File: src/rtl/assert_macros.svh
// assertion helpers shared by the rtl
`ifndef ASSERT_MACROS_SVH
`define ASSERT_MACROS_SVH

`ifndef SYNTH

// property checked every clock edge outside reset
`define MFHP_ASSERT_RST(lbl, clk, rst, prop, msg) \
   lbl: assert property (@(posedge clk) disable iff (rst) prop) else $error(msg);

// property checked every clock edge, reset included
`define MFHP_ASSERT_ALWAYS(lbl, clk, prop, msg) \
   lbl: assert property (@(posedge clk) prop) else $error(msg);

`else

`define MFHP_ASSERT_RST(lbl, clk, rst, prop, msg)

`define MFHP_ASSERT_ALWAYS(lbl, clk, prop, msg)

`endif

`endif

File: src/rtl/mfhp_pkg.sv
`default_nettype none

package mfhp_pkg;

   // header layout, byte offsets from the start of the frame
   localparam int HEADER_BYTES = 21;
   localparam int POS_TYPE     = 4;
   localparam int POS_TRACK    = 5;
   localparam int POS_FLAGS    = 6;
   localparam int POS_LENGTH   = 7;
   localparam int POS_SEQ      = 9;
   localparam int POS_STAMP    = 13;
   localparam int MAGIC_BYTES  = 4;

   localparam int COUNT_W = 17;
   localparam logic [COUNT_W-1:0] COUNT_MAX = '1;

   localparam int MFHP_QUEUE_DEPTH = 4;

   localparam int CSR_INDEX_W = 3;
   localparam int CSR_DATA_W  = 64;

   localparam logic [31:0] MAGIC_WORD_RST      = 32'h0000_0000;
   localparam logic [15:0] MAX_PAYLOAD_RST     = 16'hFFFF;
   localparam logic [7:0]  MAX_TRACK_RST       = 8'hFF;
   localparam logic [63:0] KNOWN_TYPE_MASK_RST = 64'd510;

   localparam logic KIND_PAYLOAD = 1'b0;
   localparam logic KIND_SUMMARY = 1'b1;

   typedef enum logic [CSR_INDEX_W-1:0] {
      REG_MAGIC_WORD      = 3'd0,
      REG_MAX_PAYLOAD     = 3'd1,
      REG_MAX_TRACK       = 3'd2,
      REG_KNOWN_TYPE_MASK = 3'd3
   } csr_index_type;

   typedef enum logic [2:0] {
      ST_OK         = 3'd0,
      ST_BAD_LENGTH = 3'd1,
      ST_BAD_MAGIC  = 3'd2,
      ST_TOO_LARGE  = 3'd3,
      ST_BAD_TRACK  = 3'd4,
      ST_BAD_TYPE   = 3'd5
   } status_type;

   typedef struct packed {
      logic [31:0] magic_word;
      logic [15:0] max_payload;
      logic [7:0]  max_track;
      logic [63:0] known_type_mask;
   } cfg_type;

   typedef struct packed {
      logic        item_kind;
      logic [7:0]  payload_byte;
      logic [7:0]  message_type;
      logic [7:0]  track_slot;
      logic [7:0]  flag_bits;
      logic [15:0] payload_length;
      logic [31:0] sequence_number;
      logic [63:0] timestamp_value;
      status_type  status;
      logic        last_item;
   } rsp_item_type;

   // which words the parser hands to the queue this cycle
   typedef struct packed {
      logic pay_valid;
      logic sum_valid;
   } push_type;

endpackage

`default_nettype wire

File: src/rtl/mfhp_if.sv
`default_nettype none

interface mfhp_req_if;
   logic       valid;
   logic       ready;
   logic [7:0] data_byte;
   logic       last_byte;

   modport source (output valid, output data_byte, output last_byte, input ready);
   modport sink (input valid, input data_byte, input last_byte, output ready);
endinterface

interface mfhp_rsp_if;
   logic        valid;
   logic        ready;
   logic        item_kind;
   logic [7:0]  payload_byte;
   logic [7:0]  message_type;
   logic [7:0]  track_slot;
   logic [7:0]  flag_bits;
   logic [15:0] payload_length;
   logic [31:0] sequence_number;
   logic [63:0] timestamp_value;
   logic [2:0]  status;
   logic        last_item;

   modport source (output valid, output item_kind, output payload_byte,
      output message_type, output track_slot, output flag_bits,
      output payload_length, output sequence_number, output timestamp_value,
      output status, output last_item, input ready);
   modport sink (input valid, input item_kind, input payload_byte,
      input message_type, input track_slot, input flag_bits,
      input payload_length, input sequence_number, input timestamp_value,
      input status, input last_item, output ready);
endinterface

`default_nettype wire

File: src/rtl/mfhp_parse.sv
`default_nettype none

module mfhp_parse import mfhp_pkg::*; (
   input  logic         clock,
   input  logic         reset,
   input  cfg_type      cfg,
   input  logic         accept,
   input  logic [7:0]   data_byte,
   input  logic         last_byte,
   output push_type     push,
   output rsp_item_type pay_item,
   output rsp_item_type sum_item
);

   logic [COUNT_W-1:0] count_ff, count_in;
   logic               magic_ok_ff, magic_ok_in;
   logic [7:0]         type_ff, type_in;
   logic [7:0]         track_ff, track_in;
   logic [7:0]         flags_ff, flags_in;
   logic [15:0]        length_ff, length_in;
   logic [31:0]        seq_ff, seq_in;
   logic [63:0]        stamp_ff, stamp_in;

   logic [7:0]         magic_byte;
   logic [1:0]         magic_pos;
   logic [COUNT_W-1:0] count_next;
   logic [COUNT_W-1:0] frame_size;
   status_type         frame_status;

   // first wire byte sits in the top bits
   assign magic_pos  = count_ff[1:0];
   assign magic_byte = 8'(cfg.magic_word >> (8 * (MAGIC_BYTES - 1 - int'(magic_pos))));

   // frame state after this byte, before any end-of-frame clear
   always_comb begin
      magic_ok_in = magic_ok_ff;
      type_in     = type_ff;
      track_in    = track_ff;
      flags_in    = flags_ff;
      length_in   = length_ff;
      seq_in      = seq_ff;
      stamp_in    = stamp_ff;
      pay_item    = '0;
      push.pay_valid = 1'b0;
      push.sum_valid = accept && last_byte;
      if (count_ff < COUNT_W'(POS_TYPE)) begin
         if (data_byte != magic_byte) begin
            magic_ok_in = 1'b0;
         end
      end else if (count_ff == COUNT_W'(POS_TYPE)) begin
         type_in = data_byte;
      end else if (count_ff == COUNT_W'(POS_TRACK)) begin
         track_in = data_byte;
      end else if (count_ff == COUNT_W'(POS_FLAGS)) begin
         flags_in = data_byte;
      end else if (count_ff < COUNT_W'(POS_SEQ)) begin
         length_in = {length_ff[7:0], data_byte};
      end else if (count_ff < COUNT_W'(POS_STAMP)) begin
         seq_in = {seq_ff[23:0], data_byte};
      end else if (count_ff < COUNT_W'(HEADER_BYTES)) begin
         stamp_in = {stamp_ff[55:0], data_byte};
      end else begin
         push.pay_valid        = accept;
         pay_item.item_kind    = KIND_PAYLOAD;
         pay_item.payload_byte = data_byte;
         pay_item.status       = ST_OK;
      end
      count_next = (count_ff == COUNT_MAX) ? count_ff : count_ff + 1'b1;
   end

   // checks in priority order
   assign frame_size = COUNT_W'(HEADER_BYTES) + COUNT_W'(length_in);

   always_comb begin
      if (count_next < COUNT_W'(HEADER_BYTES)) begin
         frame_status = ST_BAD_LENGTH;
      end else if (!magic_ok_in) begin
         frame_status = ST_BAD_MAGIC;
      end else if (length_in > cfg.max_payload) begin
         frame_status = ST_TOO_LARGE;
      end else if (frame_size != count_next) begin
         frame_status = ST_BAD_LENGTH;
      end else if (track_in > cfg.max_track) begin
         frame_status = ST_BAD_TRACK;
      end else if (type_in[7:6] != 2'b00 || !cfg.known_type_mask[type_in[5:0]]) begin
         frame_status = ST_BAD_TYPE;
      end else begin
         frame_status = ST_OK;
      end
   end

   always_comb begin
      sum_item.item_kind       = KIND_SUMMARY;
      sum_item.payload_byte    = '0;
      sum_item.message_type    = type_in;
      sum_item.track_slot      = track_in;
      sum_item.flag_bits       = flags_in;
      sum_item.payload_length  = length_in;
      sum_item.sequence_number = seq_in;
      sum_item.timestamp_value = stamp_in;
      sum_item.status          = frame_status;
      sum_item.last_item       = 1'b1;
   end

   assign count_in = (accept && last_byte) ? '0 : count_next;

   always_ff @(posedge clock) begin
      if (reset || (accept && last_byte)) begin
         count_ff    <= '0;
         magic_ok_ff <= 1'b1;
         type_ff     <= '0;
         track_ff    <= '0;
         flags_ff    <= '0;
         length_ff   <= '0;
         seq_ff      <= '0;
         stamp_ff    <= '0;
      end else if (accept) begin
         count_ff    <= count_in;
         magic_ok_ff <= magic_ok_in;
         type_ff     <= type_in;
         track_ff    <= track_in;
         flags_ff    <= flags_in;
         length_ff   <= length_in;
         seq_ff      <= seq_in;
         stamp_ff    <= stamp_in;
      end
   end

endmodule

`default_nettype wire

File: src/rtl/mfhp_outq.sv
`default_nettype none

module mfhp_outq import mfhp_pkg::*; #(
   parameter int DEPTH = MFHP_QUEUE_DEPTH
) (
   input  logic         clock,
   input  logic         reset,
   input  push_type     push,
   input  rsp_item_type pay_item,
   input  rsp_item_type sum_item,
   input  logic         pop,
   output rsp_item_type head,
   output logic         not_empty,
   output logic         has_room
);

   localparam int CNT_W = $clog2(DEPTH + 1);

   rsp_item_type       q_ff [DEPTH];
   rsp_item_type       q_in [DEPTH];
   logic [CNT_W-1:0]   count_ff, count_in;
   logic [CNT_W-1:0]   base;
   logic [CNT_W-1:0]   npush;
   logic               pop_en;
   rsp_item_type       first;

   assign pop_en = pop && (count_ff != '0);
   assign base   = count_ff - CNT_W'(pop_en);
   assign npush  = CNT_W'(push.pay_valid) + CNT_W'(push.sum_valid);
   // a payload word always goes ahead of the summary of the same byte
   assign first  = push.pay_valid ? pay_item : sum_item;

   for (genvar i = 0; i < DEPTH; i++) begin : g_slot
      rsp_item_type shifted;
      if (i < DEPTH - 1) begin : g_mid
         assign shifted = pop_en ? q_ff[i+1] : q_ff[i];
      end else begin : g_top
         assign shifted = q_ff[i];
      end
      always_comb begin
         q_in[i] = shifted;
         if (CNT_W'(i) == base && npush != '0) begin
            q_in[i] = first;
         end else if (CNT_W'(i) == base + 1'b1 && npush == CNT_W'(2)) begin
            q_in[i] = sum_item;
         end
      end
   end

   assign count_in = base + npush;

   always_ff @(posedge clock) begin
      q_ff <= q_in;
   end

   always_ff @(posedge clock) begin
      if (reset) begin
         count_ff <= '0;
      end else begin
         count_ff <= count_in;
      end
   end

   assign head      = q_ff[0];
   assign not_empty = (count_ff != '0);
   // room for the two words the next byte may bring
   assign has_room  = (count_ff <= CNT_W'(DEPTH - 2));

endmodule

`default_nettype wire

File: src/rtl/media_frame_header_parser.sv
// Media frame header parser. Frames enter one byte per word on req_chan,
// last_byte marking the final byte. The first 21 bytes are the header
// (magic, type, track, flags, 16-bit length, 32-bit sequence, 64-bit
// timestamp, all big-endian); later bytes leave on rsp_chan as payload
// words, and the final byte adds a summary word with the header and a
// status. A byte is taken every cycle while the output queue of
// QUEUE_DEPTH words (at least 3) holds no more than QUEUE_DEPTH-2 words;
// its words are registered there, draining one per cycle while rsp_chan
// is ready, sustaining one byte per cycle, plus a summary word when the
// last byte is payload. Configuration goes through csr_write_en, csr_index
// and csr_write_data; the user writes it only while the block is idle,
// which the block does not enforce. No startup pass after reset.
`default_nettype none

`include "assert_macros.svh"

module media_frame_header_parser import mfhp_pkg::*; #(
   parameter int QUEUE_DEPTH = MFHP_QUEUE_DEPTH
) (
   input  logic                   clock,
   input  logic                   reset,
   mfhp_req_if.sink               req_chan,
   mfhp_rsp_if.source             rsp_chan,
   input  logic                   csr_write_en,
   input  logic [CSR_INDEX_W-1:0] csr_index,
   input  logic [CSR_DATA_W-1:0]  csr_write_data
);

   cfg_type      cfg_ff;
   cfg_type      cfg_in;
   push_type     push;
   rsp_item_type pay_item;
   rsp_item_type sum_item;
   rsp_item_type head;
   logic         accept;
   logic         not_empty;
   logic         has_room;

   always_comb begin
      cfg_in = cfg_ff;
      if (csr_write_en) begin
         case (csr_index_type'(csr_index))
            REG_MAGIC_WORD:      cfg_in.magic_word      = csr_write_data[31:0];
            REG_MAX_PAYLOAD:     cfg_in.max_payload     = csr_write_data[15:0];
            REG_MAX_TRACK:       cfg_in.max_track       = csr_write_data[7:0];
            REG_KNOWN_TYPE_MASK: cfg_in.known_type_mask = csr_write_data;
            default:             cfg_in = cfg_ff;
         endcase
      end
   end

   always_ff @(posedge clock) begin
      if (reset) begin
         cfg_ff.magic_word      <= MAGIC_WORD_RST;
         cfg_ff.max_payload     <= MAX_PAYLOAD_RST;
         cfg_ff.max_track       <= MAX_TRACK_RST;
         cfg_ff.known_type_mask <= KNOWN_TYPE_MASK_RST;
      end else begin
         cfg_ff <= cfg_in;
      end
   end

   assign req_chan.ready = has_room;
   assign accept         = req_chan.valid && has_room;

   mfhp_parse u_parse (
      .clock     (clock),
      .reset     (reset),
      .cfg       (cfg_ff),
      .accept    (accept),
      .data_byte (req_chan.data_byte),
      .last_byte (req_chan.last_byte),
      .push      (push),
      .pay_item  (pay_item),
      .sum_item  (sum_item)
   );

   mfhp_outq #(
      .DEPTH (QUEUE_DEPTH)
   ) u_outq (
      .clock     (clock),
      .reset     (reset),
      .push      (push),
      .pay_item  (pay_item),
      .sum_item  (sum_item),
      .pop       (rsp_chan.valid && rsp_chan.ready),
      .head      (head),
      .not_empty (not_empty),
      .has_room  (has_room)
   );

   assign rsp_chan.valid           = not_empty;
   assign rsp_chan.item_kind       = head.item_kind;
   assign rsp_chan.payload_byte    = head.payload_byte;
   assign rsp_chan.message_type    = head.message_type;
   assign rsp_chan.track_slot      = head.track_slot;
   assign rsp_chan.flag_bits       = head.flag_bits;
   assign rsp_chan.payload_length  = head.payload_length;
   assign rsp_chan.sequence_number = head.sequence_number;
   assign rsp_chan.timestamp_value = head.timestamp_value;
   assign rsp_chan.status          = head.status;
   assign rsp_chan.last_item       = head.last_item;

   `MFHP_ASSERT_RST(a_last_gives_word, clock, reset, (accept && req_chan.last_byte) |=> rsp_chan.valid, "frame end left no word")
   `MFHP_ASSERT_RST(a_kind_matches_last, clock, reset, rsp_chan.valid |-> (rsp_chan.item_kind == rsp_chan.last_item), "summary mark and kind differ")
   `MFHP_ASSERT_ALWAYS(a_empty_after_reset, clock, reset |=> !rsp_chan.valid, "output valid right after reset")

endmodule

`default_nettype wire
File: src/flat_wrapper.sv
// flat-port wrapper written by rule: the top's interface ports become plain ports
module media_frame_header_parser_flat import mfhp_pkg::*;
#(
   parameter int QUEUE_DEPTH = MFHP_QUEUE_DEPTH
)
  (clock, reset, csr_write_en, csr_index, csr_write_data, req_chan_valid, req_chan_data_byte, req_chan_last_byte, req_chan_ready, rsp_chan_valid, rsp_chan_item_kind, rsp_chan_payload_byte, rsp_chan_message_type, rsp_chan_track_slot, rsp_chan_flag_bits, rsp_chan_payload_length, rsp_chan_sequence_number, rsp_chan_timestamp_value, rsp_chan_status, rsp_chan_last_item, rsp_chan_ready);
  mfhp_req_if req_chan_i ();
  mfhp_rsp_if rsp_chan_i ();
  input  logic clock;
  input  logic reset;
  input  logic csr_write_en;
  input  logic [CSR_INDEX_W-1:0] csr_index;
  input  logic [CSR_DATA_W-1:0] csr_write_data;
  input wire logic [$bits(req_chan_i.valid)-1:0] req_chan_valid;
  input wire logic [$bits(req_chan_i.data_byte)-1:0] req_chan_data_byte;
  input wire logic [$bits(req_chan_i.last_byte)-1:0] req_chan_last_byte;
  output wire logic [$bits(req_chan_i.ready)-1:0] req_chan_ready;
  output wire logic [$bits(rsp_chan_i.valid)-1:0] rsp_chan_valid;
  output wire logic [$bits(rsp_chan_i.item_kind)-1:0] rsp_chan_item_kind;
  output wire logic [$bits(rsp_chan_i.payload_byte)-1:0] rsp_chan_payload_byte;
  output wire logic [$bits(rsp_chan_i.message_type)-1:0] rsp_chan_message_type;
  output wire logic [$bits(rsp_chan_i.track_slot)-1:0] rsp_chan_track_slot;
  output wire logic [$bits(rsp_chan_i.flag_bits)-1:0] rsp_chan_flag_bits;
  output wire logic [$bits(rsp_chan_i.payload_length)-1:0] rsp_chan_payload_length;
  output wire logic [$bits(rsp_chan_i.sequence_number)-1:0] rsp_chan_sequence_number;
  output wire logic [$bits(rsp_chan_i.timestamp_value)-1:0] rsp_chan_timestamp_value;
  output wire logic [$bits(rsp_chan_i.status)-1:0] rsp_chan_status;
  output wire logic [$bits(rsp_chan_i.last_item)-1:0] rsp_chan_last_item;
  input wire logic [$bits(rsp_chan_i.ready)-1:0] rsp_chan_ready;
  assign req_chan_i.valid = req_chan_valid;
  assign req_chan_i.data_byte = req_chan_data_byte;
  assign req_chan_i.last_byte = req_chan_last_byte;
  assign req_chan_ready = req_chan_i.ready;
  assign rsp_chan_valid = rsp_chan_i.valid;
  assign rsp_chan_item_kind = rsp_chan_i.item_kind;
  assign rsp_chan_payload_byte = rsp_chan_i.payload_byte;
  assign rsp_chan_message_type = rsp_chan_i.message_type;
  assign rsp_chan_track_slot = rsp_chan_i.track_slot;
  assign rsp_chan_flag_bits = rsp_chan_i.flag_bits;
  assign rsp_chan_payload_length = rsp_chan_i.payload_length;
  assign rsp_chan_sequence_number = rsp_chan_i.sequence_number;
  assign rsp_chan_timestamp_value = rsp_chan_i.timestamp_value;
  assign rsp_chan_status = rsp_chan_i.status;
  assign rsp_chan_last_item = rsp_chan_i.last_item;
  assign rsp_chan_i.ready = rsp_chan_ready;
  media_frame_header_parser #(.QUEUE_DEPTH(QUEUE_DEPTH)) u_core (.clock(clock), .reset(reset), .req_chan(req_chan_i), .rsp_chan(rsp_chan_i), .csr_write_en(csr_write_en), .csr_index(csr_index), .csr_write_data(csr_write_data));
endmodule
File: config.mk
export PLATFORM = sky130hd
export DESIGN_NAME = media_frame_header_parser_flat
export DESIGN_NICKNAME = d
export VERILOG_FILES = /design/src/rtl/mfhp_pkg.sv /design/src/rtl/mfhp_if.sv /design/src/rtl/mfhp_parse.sv /design/src/rtl/mfhp_outq.sv /design/src/rtl/media_frame_header_parser.sv /design/src/flat_wrapper.sv
export VERILOG_INCLUDE_DIRS = /design/src /design/src/rtl
export SDC_FILE = /design/constraint.sdc
export NUM_CORES = 2
export LEC_CHECK = 0
export BUFFER_PORTS_ARGS = -buffer_cell sky130_fd_sc_hd__buf_2
export CORE_ASPECT_RATIO = 0.5
export CORE_MARGIN = 10
export CORE_UTILIZATION = 25
export DETAILED_ROUTE_END_ITERATION = 8
export HOLD_SLACK_MARGIN = 0.12
export SYNTH_ARGS = -nofsm -noshare
export SYNTH_HDL_FRONTEND = slang
export SYNTH_SLANG_ARGS = --single-unit
File: constraint.sdc
create_clock -name clock -period 23 [get_ports clock]
set_input_delay 1.15 -clock clock [delete_from_list [all_inputs] [get_ports clock]]
set_output_delay 1.15 -clock clock [all_outputs]
set_load 0.02 [all_outputs]
==> run summary <==
Synth Flop Type: edfxtp_1
Synth-to-layout area growth: 15.5%
Worst Path Max Fanout: 21
Fin crit share: 27.1%
Share of the synthesized area in the top cell type: 46.3%
Starting Density: 25.2%
Critical hold path startpoint: u_core.cfg_ff[22]$_SDFFE_PP0P_
Worst min path class: reg -> reg
CTS resizes: 0
Clock slew at reported path FFs: 0.06 ns
HPWL Detailed: 73.9 mm
Quantity of I/O buffers inserted on ports: 231
# H-tree levels: 3
Final instance area: 44300 µm²
CP endpoint kind: register
GPL Wtd Cong: 0.870
Total core area: 152000 µm²
Setup TNS: 0 ns
CTS hold repair buffers: 0
Drt wl/cell: 19.9 µm
CP max stage delay: 0.94 ns
Final critical-path required period: 6.24 ns
Commonest non-fill, non-tap cell in the layout: nand2_1
Seq/Total Area, Yosys: 60.8%
Drt drc: 0
Initial DRC count: 2416
Final setup fails: 0
Synthesized area: 38400 µm²
Pin count of the biggest net entering global routing: 244
GR Util All Layers: 13.0%
Total gr overflow: 0
Antenna violations before repair: 39
Worst Hold End: u_core.cfg_ff[22]$_SDFFE_PP0P_
Area contributors post-synth: edfxtp_1 (46%), dfxtp_1 (14%), nand2_1 (5.9%), o21ai_0 (4.6%), nor2_1 (4.4%)
FILL cells: 15800
Reg2Reg Setup Slack: 16.76 ns
Rel. slew slack: 17.6%
Final ANT Viol Nets: 0
Flops & latches, synth: 869
First-pass GRT wire length: 176 mm
Synth warnings: 0
Post-DR vias/cell: 4.83
Achievable Freq: 160 MHz
Std-Cell Rows: 101
Worst EP arrival: 6.65 ns
Area occupied by multi-input gates: 13800 µm²
Power Density: 113 nW/µm²
Max Buffers Root-to-Sink: 3
Number of synthesized flops with an enable pin: 592
CP required: 23.41 ns
Vias post-DR: 28600
Die W: 574 µm
DP Area: 41400 µm²
CTS Root Cell: clkbuf_16
Register area: 23300 µm²
Worst hold path cell count: 2
FFs w/ async S/R, synth: 0%
CTS tree: built
Die H: 297 µm
Clock latency on the worst-skew pair: 0.67 ns
Vias in the first global route: 27500
CP Class: reg -> reg
Pre-Repair DR Iteration Count: 6
Max stage delay cell, worst path: dfxtp_1
Startpoint Class: register
Final hold vios: 0
Worst slew pin tran: 1.24 ns
Slew Limit Fails: 0
Most frequent cells in the layout: nand2_1 (594), edfxtp_1 (592), nor2_1 (443), o21ai_0 (352), dfxtp_1 (277)
Syn_nets: 3825
Hold_ws: 0.454 ns
I/O pin count: 232
Die area: 170000 µm²
Clock sinks: 869
Largest area contributor in the netlist: edfxtp_1
Drt total wl: 118 mm
Reg2Reg Capture Point: u_core.u_outq.head[1]$_DFFE_PP_
Peak supply drop: 0.0000629 V
RSZ-0062 raised after global routing: no
Worst path cell trace: inv_1 > ha_1 > nor4b_1 > o31ai_4 > nor2_4 > mux2i_1 > inv_1 > ha_1 > o21a_1 > o211a_1 > nand4_1 > a211oi_1 > nor4b_1 > nand4_1 > nor4_1 > and4_1 > a41o_1 > a21oi_1 > a31o_1
Pleak: 15.7 nW
Maxcap violations: 0
Post-synth cell types: 80
Layout Skew: 0.0450 ns
Status: finished clean
Total CTS buffers: 90
Syn Inst Count: 3707
Layout cells sized above 1: 11.6%
Reg2reg path depth: 19
Final net count: 3894
RR Startpoint: u_core.u_parse.count_ff[0]$_SDFFE_PP0P_
Setup bufs post-CTS: 0
Mapped Avg Cell Area: 10.3 µm²
cells by family after synthesis:
group	Yosys count	share of synthesized area [%]
AO/OA/AOI/OAI	983	15.1
multiplexers	155	4.35
XOR/XNOR	49	1.15
adder cells (fa/ha/maj)	37	1.23
buffers and inverters	360	3.69
flip-flops	869	60.8
AND/OR/NAND/NOR	1254	13.7
worst max-delay path: cells and delay by family, from the launching register on:
kind	cells	cell delay (ns)
AND/OR/NAND/NOR	7	2.26
AO/OA/AOI/OAI	7	1.29
flip-flops	1	0.94
adder cells (fa/ha/maj)	2	0.59
multiplexers	1	0.54
buffers and inverters	2	0.38
Yosys cell counts, types with 6 or more instances:
library cell and count:
nand2_1 600, edfxtp_1 592, nor2_1 447, o21ai_0 352
dfxtp_1 277, clkbuf_1 253, a21oi_1 251, a211oi_1 153
mux2i_1 142, o22ai_1 116, nand3_1 72, inv_1 69
xnor2_1 37, ha_1 36, o211ai_1 29, nand4_1 24
nor3_1 19, buf_1 15, buf_2 15, and2_1 14
and3_1 13, xor2_1 11, a31oi_1 10, o21a_1 10
or3_1 9, mux4_2 8, nand2b_1 7, nor2b_1 7
o2111ai_1 7, a32oi_1 6
worst max-delay path by stage:
stage,startpoint,endpoint,slack [ns],cells past startpoint
after floorplan,req_chan_valid,u_core.u_outq.g_slot[3].shifted[100]$_DFFE_PP_,4.74,8
after global placement,req_chan_valid,u_core.u_outq.q_ff[401]$_DFFE_PP_,16.77,13
after detailed placement,req_chan_valid,u_core.u_outq.q_ff[400]$_DFFE_PP_,16.63,13
after CTS,u_core.u_parse.count_ff[0]$_SDFFE_PP0P_,u_core.u_outq.head[1]$_DFFE_PP_,16.77,19
after global routing,u_core.u_parse.count_ff[0]$_SDFFE_PP0P_,u_core.u_outq.head[1]$_DFFE_PP_,16.23,19
final,u_core.u_parse.count_ff[0]$_SDFFE_PP0P_,u_core.u_outq.head[1]$_DFFE_PP_,16.76,19
sequential cells by signal, indices dropped and copies added (netlist names):
signal / count
u_core.u_parse.magic_ok_ff: 1
u_core.cfg_ff: 120
u_core.u_parse.length_ff: 16
u_core.u_outq.q_ff: 296
u_core.u_parse.stamp_ff: 64
u_core.u_parse.count_ff: 17
u_core.u_parse.seq_ff: 32
u_core.u_outq.g_slot.shifted: 148
u_core.u_parse.flags_ff: 8
u_core.u_parse.type_ff: 8
u_core.u_outq.head: 148
u_core.u_outq.count_ff: 3
u_core.u_parse.track_ff: 8
per-stage QoR:
step | util, % | cells | setup WS, ns | power (mW)
2_1_floorplan | - | 3707 | 4.74 | 3.16
5_1_grt | 29.1 | 5919 | 16.23 | 5.25
3_3_place_gp | 27.2 | 5744 | 16.77 | 3.59
3_5_place_dp | 27.2 | 5744 | 16.63 | 3.63
4_1_cts | 29.1 | 5912 | 16.77 | 5.07
6_report | 29.1 | 5922 | 16.76 | 5.01
layout make-up:
| cell class | count | area share, % |
|---|---|---|
| Sequential cell | 869 | 52.6 |
| Multi-Input combinational cell | 2478 | 31.1 |
| Tap cell | 2060 | 5.82 |
| Clock buffer | 134 | 5.80 |
| Timing Repair Buffer | 267 | 3.28 |
| Clock inverter | 34 | 0.723 |
| Inverter | 70 | 0.593 |
| Antenna cell | 10 | 0.0565 |
where the power goes:
part           leakage (nW)  internal (mW)  switching (mW)
sequential             7.80           2.19           0.154
clock                  1.41          0.812           0.623
combinational          6.52          0.310           0.929
routing by layer:
layer	share of wire (%)	vias up	global-route usage [%]
li1	-	13500	-
met1	42	14100	16.1
met2	50	771	22.5
met3	6.3	194	3.21
met4	2.3	34	3.20
met5	0.17	-	0
Power figures use the tool's default switching activity.
